**config.mk**
```make
export PLATFORM = sky130hd
export DESIGN_NAME = insertion_sorter
export DESIGN_NICKNAME = d
export VERILOG_FILES = /design/src/design/isort_pkg.sv /design/src/design/insertion_sorter.sv
export SDC_FILE = /design/constraint.sdc
export NUM_CORES = 1
export LEC_CHECK = 0
export ABC_AREA = 1
export BUFFER_PORTS_ARGS = -buffer_cell sky130_fd_sc_hd__buf_2
export CAP_MARGIN = 20
export CORE_ASPECT_RATIO = 1.25
export CORE_UTILIZATION = 36
export DETAILED_ROUTE_END_ITERATION = 8
export GPL_TIMING_DRIVEN = 0
export SETUP_SLACK_MARGIN = 0.05
export SLEW_MARGIN = 20
export SYNTH_ARGS = -nofsm -noshare
export SYNTH_HDL_FRONTEND = slang
export SYNTH_SLANG_ARGS = --single-unit
export TNS_END_PERCENT = 20
```
**constraint.sdc**
```tcl
create_clock -name clk_i -period 4.21 [get_ports clk_i]
set_clock_uncertainty 0.05 [all_clocks]
set_input_delay 0.842 -clock clk_i [delete_from_list [all_inputs] [get_ports clk_i]]
set_output_delay 0.842 -clock clk_i [all_outputs]
set_load 0.02 [all_outputs]
```
**src/design/isort_pkg.sv**
```systemverilog
package isort_pkg;

  // Number of entries the sorted store can hold.
  localparam int DEPTH = 16;
  // Count width holds 0..DEPTH, index width addresses 0..DEPTH-1.
  localparam int CNT_W = $clog2(DEPTH + 1);
  localparam int IDX_W = $clog2(DEPTH);

  typedef struct packed {
    logic signed [31:0] value;
    logic               last;
  } in_t;

  typedef struct packed {
    logic signed [31:0] sorted_value;
    logic               final_res;
    logic               dropped;
  } out_t;

endpackage

```
**src/design/insertion_sorter.sv**
```systemverilog
// Insertion sorter for sets of signed 32-bit values.
//
// Input channel (in_valid_i / in_ready_o / in_data_i): one value per transfer,
// with the last flag marking the final value of a set. Output channel
// (out_valid_o / out_ready_i / out_data_o): after the last value of a set has
// been inserted, every stored entry is sent in ascending order, the final
// one flagged by final_res and each one carrying dropped when a value of the
// set arrived while the store already held DEPTH entries.
//
// Insertion walks down the store from the top, one entry per cycle through
// a memory with one write port and one registered read port: an item goes
// straight to S_PLACE in an empty store, else S_SHIFT moves each greater
// entry up before S_PLACE writes it. A value arriving at a full store is
// dropped. Emitting reads the first entry, then loads each result into
// the result register; a stalled receiver simply holds it and the walk.
// The block takes no new input until a set has been fully emitted.
//
// Reset clears the entry count and the drop flag; store contents are left
// as they are and are only read after they have been written.
module insertion_sorter (
  input  logic            clk_i,
  input  logic            rst_ni,
  input  logic            in_valid_i,
  output logic            in_ready_o,
  input  isort_pkg::in_t  in_data_i,
  output logic            out_valid_o,
  input  logic            out_ready_i,
  output isort_pkg::out_t out_data_o
);
  import isort_pkg::*;

  typedef enum logic [2:0] {
    S_IDLE,
    S_SHIFT,
    S_PLACE,
    S_EMIT_RD,
    S_EMIT_LD,
    S_EMIT_WAIT
  } state_e;

  state_e             state_q, state_d;
  logic [CNT_W-1:0]   count_q, count_d;
  logic [CNT_W-1:0]   pos_q, pos_d;
  logic [IDX_W-1:0]   idx_q, idx_d;
  logic               ovf_q, ovf_d;
  logic signed [31:0] val_q, val_d;
  logic               last_q, last_d;
  out_t               out_q, out_d;
  logic               out_valid_q, out_valid_d;

  // The sorted store and its registered read port.
  logic signed [31:0] mem_q [DEPTH];
  logic signed [31:0] rdata_q;
  logic [IDX_W-1:0]   rd_addr;
  logic               mem_we;
  logic [IDX_W-1:0]   wr_addr;
  logic signed [31:0] wr_data;

  logic in_xfer;
  logic out_xfer;
  logic is_full;
  logic shift_up;

  assign in_ready_o  = (state_q == S_IDLE);
  assign out_valid_o = out_valid_q;
  assign out_data_o  = out_q;
  assign in_xfer     = in_valid_i && in_ready_o;
  assign out_xfer    = out_valid_q && out_ready_i;
  assign is_full     = (count_q == CNT_W'(DEPTH));
  // Only strictly greater entries move, so equal values keep arrival order.
  assign shift_up    = (rdata_q > val_q);

  always_comb begin
    state_d     = state_q;
    count_d     = count_q;
    pos_d       = pos_q;
    idx_d       = idx_q;
    ovf_d       = ovf_q;
    val_d       = val_q;
    last_d      = last_q;
    out_d       = out_q;
    out_valid_d = out_valid_q;
    rd_addr     = '0;
    mem_we      = 1'b0;
    wr_addr     = pos_q[IDX_W-1:0];
    wr_data     = val_q;

    unique case (state_q)
      S_IDLE: begin
        // Fetch the current top entry so the walk can start next cycle.
        rd_addr = IDX_W'(count_q - CNT_W'(1));
        if (in_xfer) begin
          val_d  = in_data_i.value;
          last_d = in_data_i.last;
          idx_d  = '0;
          if (is_full) begin
            ovf_d   = 1'b1;
            state_d = in_data_i.last ? S_EMIT_RD : S_IDLE;
          end else if (count_q == '0) begin
            pos_d   = '0;
            state_d = S_PLACE;
          end else begin
            pos_d   = count_q;
            state_d = S_SHIFT;
          end
        end
      end

      S_SHIFT: begin
        // rdata_q holds the entry just below the gap at pos_q.
        rd_addr = IDX_W'(pos_q - CNT_W'(2));
        if (shift_up) begin
          mem_we  = 1'b1;
          wr_data = rdata_q;
          pos_d   = pos_q - CNT_W'(1);
          if (pos_q == CNT_W'(1)) begin
            state_d = S_PLACE;
          end
        end else begin
          state_d = S_PLACE;
        end
      end

      S_PLACE: begin
        mem_we  = 1'b1;
        count_d = count_q + CNT_W'(1);
        state_d = last_q ? S_EMIT_RD : S_IDLE;
      end

      S_EMIT_RD: begin
        rd_addr = idx_q;
        state_d = S_EMIT_LD;
      end

      S_EMIT_LD: begin
        rd_addr                = idx_q + IDX_W'(1);
        out_d.sorted_value     = rdata_q;
        out_d.final_res        = (CNT_W'(idx_q) + CNT_W'(1) == count_q);
        out_d.dropped          = ovf_q;
        out_valid_d            = 1'b1;
        state_d                = S_EMIT_WAIT;
      end

      S_EMIT_WAIT: begin
        // Keep reading the next entry so it is ready when this one leaves.
        rd_addr = idx_q + IDX_W'(1);
        if (out_xfer) begin
          out_valid_d = 1'b0;
          if (out_q.final_res) begin
            count_d = '0;
            ovf_d   = 1'b0;
            state_d = S_IDLE;
          end else begin
            idx_d   = idx_q + IDX_W'(1);
            state_d = S_EMIT_LD;
          end
        end
      end

      default: begin
        state_d = S_IDLE;
      end
    endcase
  end

  always_ff @(posedge clk_i or negedge rst_ni) begin
    if (!rst_ni) begin
      state_q     <= S_IDLE;
      count_q     <= '0;
      pos_q       <= '0;
      idx_q       <= '0;
      ovf_q       <= 1'b0;
      last_q      <= 1'b0;
      out_valid_q <= 1'b0;
    end else begin
      state_q     <= state_d;
      count_q     <= count_d;
      pos_q       <= pos_d;
      idx_q       <= idx_d;
      ovf_q       <= ovf_d;
      last_q      <= last_d;
      out_valid_q <= out_valid_d;
    end
  end

  // Payload registers carry no reset.
  always_ff @(posedge clk_i) begin
    val_q <= val_d;
    out_q <= out_d;
  end

  always_ff @(posedge clk_i) begin
    if (mem_we) begin
      mem_q[wr_addr] <= wr_data;
    end
    rdata_q <= mem_q[rd_addr];
  end

endmodule

```
======== Yosys cells after proc, flatten, opt, wreduce, memory -nomap -nowiden ========
Memory sizes are Yosys's and may differ from the RTL's. A register that Yosys moved wholly into a read port is not among the register bits.
Index checks and enable logic that the tools add are counted.
word-level totals
  latch bits .............................. 0
  flip-flop bits (word level) ............. 86
  bits in read-only memories .............. 0
  bits in writable memories ............... 512
  bits of input ports ..................... 37
  word-level logic and storage cells ...... 87
  memories kept ........................... 1
  output and inout bits ................... 36
memories
  memory  depth  width  rd ports  clocked after Yosys merged registers in  write ports  line                    text
  mem_q   16     32     1         1                                        1            insertion_sorter.sv:52  logic signed [31:0] mem_q [DEPTH];
cells by class
  bitwise gates (word level) .............. 0
  $lt $le $gt $ge ......................... 1
  mux-type cells .......................... 36
  shift operators ......................... 0
  reductions and logical operators ........ 16
  eq/ne operators ......................... 16
  multiply operators ...................... 0
  divide/modulo/power cells ............... 0
  $add $sub $neg .......................... 6
operators with widths
  cell                                                                    count
  32-bit two-way mux                                                      2
  32-bit > comparator                                                     1
  5-bit two-way mux                                                       6
  5-bit case mux with 2 select lines                                      2
  3-bit case mux with 6 select lines                                      1
  4-bit case mux with 4 select lines                                      1
  3-bit two-way mux                                                       5
  4-bit two-way mux                                                       3
  2-bit != test (second input constant)                                   5
  1-bit two-way mux                                                       8
  2-bit two-way mux                                                       4
  4-bit case mux with 2 select lines                                      1
  4-bit AND reduction                                                     2
  2-bit nonzero test                                                      4
  3-bit by 2-bit equality test with 1-bit output (second input constant)  2
  3-bit equality test (second input constant)                             2
  1-bit case mux with 2 select lines                                      3
  3-bit AND reduction                                                     2
  4-bit by 1-bit adder with 5-bit output (second input constant)          1
  5-bit by 1-bit adder with 5-bit output (second input constant)          1
  5-bit by 1-bit equality test with 1-bit output (second input constant)  1
  5-bit equality test                                                     1
  5-bit equality test (second input constant)                             1
  5-bit zero test                                                         1
  other kinds (12)                                                        15

======== Logic depth before layout (Yosys ltp) ========
  word-level depth ........................ 5
  gate-level depth with buffers ........... 20

======== Least setup slack after synthesis ========
OpenSTA, ideal clock, no wires.
  kind .................................... register to register
  start ................................... register val_q[21]
  end ..................................... memory mem_q[0][0], enable pin
  data required time ...................... 3739 ps
  stages on the path, launching flop included .. 15
  period minus slack after synthesis ...... 3542 ps
  setup slack ............................. 668 ps
  arrival time ............................ 3071 ps
  library setup time ...................... 421 ps
  cells stage by stage .................... edfxtp_1 inv_1 ha_1 a21oi_1 nor2_1 nor2_1 nand3_1 a21oi_1 nand3_1 nand2_1 nand2_1 buf_2 nand2_1 nand2_1 nor2_1
on the way
  cells in the longest elaborated chain, start to end .. 5
RTL lines
  item                                     line                     text
  from (decl)                              insertion_sorter.sv:46   logic signed [31:0] val_q, val_d;
  from (signal assigned)                   insertion_sorter.sv:188  val_q <= val_d;
  32-bit > comparator                      insertion_sorter.sv:71   assign shift_up = (rdata_q > val_q);
  1-bit two-way mux                        insertion_sorter.sv:112  if (shift_up) begin
  1-bit case mux with 2 select lines       insertion_sorter.sv:88   unique case (state_q)
  1-bit two-way mux                        insertion_sorter.sv:193  if (mem_we) begin
  1-bit two-way mux (implied by the code)  insertion_sorter.sv:194  mem_q[wr_addr] <= wr_data;
  to (decl)                                insertion_sorter.sv:52
No other way between the ends.

======== Final worst setup path ========
  start ................................... register val_q[22]
  end ..................................... memory mem_q[15][8], enable pin
The elaborated chain is that of the path after synthesis.

==> flow_summary_export.csv <==
group,metric,value,unit
outcome,status,"finished, final reports clean",
yosys,netlist_top_cells_count,"edfxtp_1, nor2_1, nand3_1",
global_routing,grt_pass1_wl,109200,um
global_routing,grt_pass1_vias,16940,
worst_setup_path,cp_max_fo,17,
timing,min_period_over_period,0.9711,
detailed_routing,ant_nets,0,
timing,final_hold_viol_count,0,
yosys,synth.area.top_cells,"edfxtp_1, nor2_1, nand3_1, o211ai_1, o21ai_0",
floorplanning,io_pins,73,
worst_setup_path,crit_type,"reg -> reg",
cts,clkLatencyLatePin,630,ps
yosys,synth_area_per_cell,12.63,um^2
timing,fmax,0.2446,GHz
yosys,ys_ff_latch,630,
layout,fin_cells,3206,
layout,antennaDiodeCount,0,
worst_setup_path,startpoint_type,"flop",
detailed_routing,drt_iter0_drc,1618,
floorplanning,die_width,241.0,um
layout,layout-drive-gt1-share,0.1918,
detailed_routing,drt-pass1-iter-count,6,
layout,fin_util,0.4325,
layout,final_net_count,2292,
floorplanning,rows,109,
hold_path,min_path_type,"in -> async",
floorplanning,initial_utilization,0.3638,
yosys,synth_ff_type,"edfxtp_1",
detailed_routing,vias_per_cell,5.293,
layout,fillers,6562,
worst_setup_path,cp.required,4490,ps
detailed_routing,drc,0,
yosys,async_flop_share,0.03175,
cts,clk_pin_slew,60,ps
layout,multi_input_comb_area,6823,um^2
yosys,synth_edf_count,578,
timing,maxSlewViolCount,0,
yosys,synth-seq-area-share,0.7197,
floorplanning,core_area,70650,um^2
detailed_routing,finalWirelength,75070,um
yosys,ys_warn_count,0,
placed_design,post-place-cells,3072,
cts,cts_buffers,59,
global_routing,grt_max_degree,24,
cts,cts.root.buffer_cell,"clkbuf_16",
timing,tightest_slew,1097,ps
yosys,yosys.cell_count.top_type,"edfxtp_1",
placed_design,place.gp.congestion,0.8437,
job,max_cap_viol_count,0,
timing,slew-limit-headroom,0.2689,
placed_design,dp_hpwl,49490,um
yosys,synth_top_cell_area_share,0.6753,
yosys,ys_types,37,
yosys,syn_area,25700,um^2
yosys,syn_inst,2035,
detailed_routing,wire_per_inst,23.41,um
worst_setup_path,setup.worst_path.end_class,"flop",
placed_design,numPortBuffers,72,
floorplanning,die-area,72480,um^2
timing,rsz0062_at_grt,"yes",
timing,setup_viol,0,
layout,area_growth,18.87,%
timing,min_period,4088,ps
detailed_routing,vias,16970,
worst_setup_path,arrival,4360,ps
layout,seqCellArea,18500,um^2
yosys,synth.net_count,2114,
floorplanning,die_h,300.7,um
cts,cts_sinks,630,
cts,cts_max_level,2,
yosys,yosys.area.top_type,"edfxtp_1",
global_routing,antenna_found_initial,0,
global_routing,grt_usage,0.2074,
cts,cts_max_path_buffers,3,
cts,cts_tree,"built",
global_routing,grt_overflow,0,
[repair_timing]
| item | 4_1_cts | 5_1_grt |
|---|---|---|
| endpoints found under the setup margin | 1008 | 883 |
| gates cloned | 0 | 0 |
| gates resized for setup | 72 | 2 |
| hold buffers | 0 | 0 |
| pin swaps | 17 | 2 |
| setup buffers | 20 | 3 |
[layer usage]
layer,GRT usage,vias up,part of all wire
li1,-,7696,-
met4,0.08725,0,0.040
met5,0,-,0
met2,0.3638,706,0.51
met1,0.2504,8410,0.38
met3,0.03438,157,0.068
[worst max-delay path, cell delays in order (launching register included)]
cell	delay, ps
edfxtp_1	330
inv_1	130
ha_1	310
nand2_1	60
nor2_1	200
nand4_1	370
nor2_4	290
nand2_1	160
nand2_1	90
nand2_1	60
nand2_1	170
nand2_1	150
buf_2	310
nand2_1	190
nand2_1	260
nor2_4	200
buf_12	210
buf_16	190
[cell families after synthesis]
kind of cell | count (synthesis) | synth area share
buf+inv | 199 | 0.03339
flops | 630 | 0.7197
fa+ha+maj | 42 | 0.02044
compound gates | 337 | 0.07920
xor+xnor | 6 | 0.002044
simple gates | 821 | 0.1453
[placed cells by master, fill, tap and decap left out, types with 3 or more instances in the layout]
cell and n:
clkinv_2 12, nand3_1 219, clkbuf_16 60, xor2_1 4, nor2_4 19, or2_0 30
o22ai_1 5, buf_2 136, clkbuf_1 41, o21ai_0 139, o21ai_1 10, clkinv_1 19
ha_1 42, buf_16 11, a21oi_4 29, nor3_1 4, a21oi_1 16, edfxtp_1 578
dfrtp_1 20, nor2_1 322, dfxtp_1 32, buf_1 7, o211ai_1 129, nand2_1 117
inv_2 3, bufinv_16 10, inv_1 82, buf_12 22, buf_4 19, or2_2 100
[worst paths after layout]
path	from	endpoint	slack, ps	cells after the start
worst max-delay path	val_q[22]	mem_q[15][8]	120	17
min in group clk_i	in_data_i[14]	val_q[13]	330	1
worst max register to register	val_q[22]	mem_q[15][8]	120	17
max in group asynchronous	rst_ni	idx_q[3]	3680	1
worst min register to register	rdata_q[30]	out_data_o[32]	410	0
worst min-delay path	rst_ni	count_q[4]	110	1
[layout make-up]
| type | instances | share of cell area |
|---|---|---|
| Sequential cell | 630 | 0.6054 |
| Multi-Input combinational cell | 1206 | 0.2233 |
| Clock buffer | 67 | 0.05000 |
| Timing Repair Buffer | 117 | 0.03907 |
| Tap cell | 943 | 0.03862 |
| Buffer | 114 | 0.01798 |
| Clock inverter | 44 | 0.01519 |
| Inverter | 85 | 0.01044 |
[metrics by stage]
stage / instance area, um^2 / setup TNS (ps) / setup slack, ps / hold slack [ps]
6_report: 30550 / 0 / 121.7 / 106.0
5_1_grt: 30550 / -558.2 / -39.74 / 132.1
4_1_cts: 30500 / 0 / 26.44 / 93.52
3_5_place_dp: 27900 / -445840 / -846.4 / 400.0
3_3_place_gp: 27240 / -1465210 / -2508 / 402.6
2_1_floorplan: 25700 / 0 / 668.5 / 358.2
[sequential cells by signal (all words and copies together), names as in the netlist]
signal and flops:
mem_q 512, out_data_o 34, rdata_q 32, val_q 32, count_q 5, pos_q 5
idx_q 4, state_q 3, last_q 1, out_valid_o 1, ovf_q 1
Power is not shown: default switching activity piles up to over one toggle a cycle in this logic, so the estimate is an artifact.
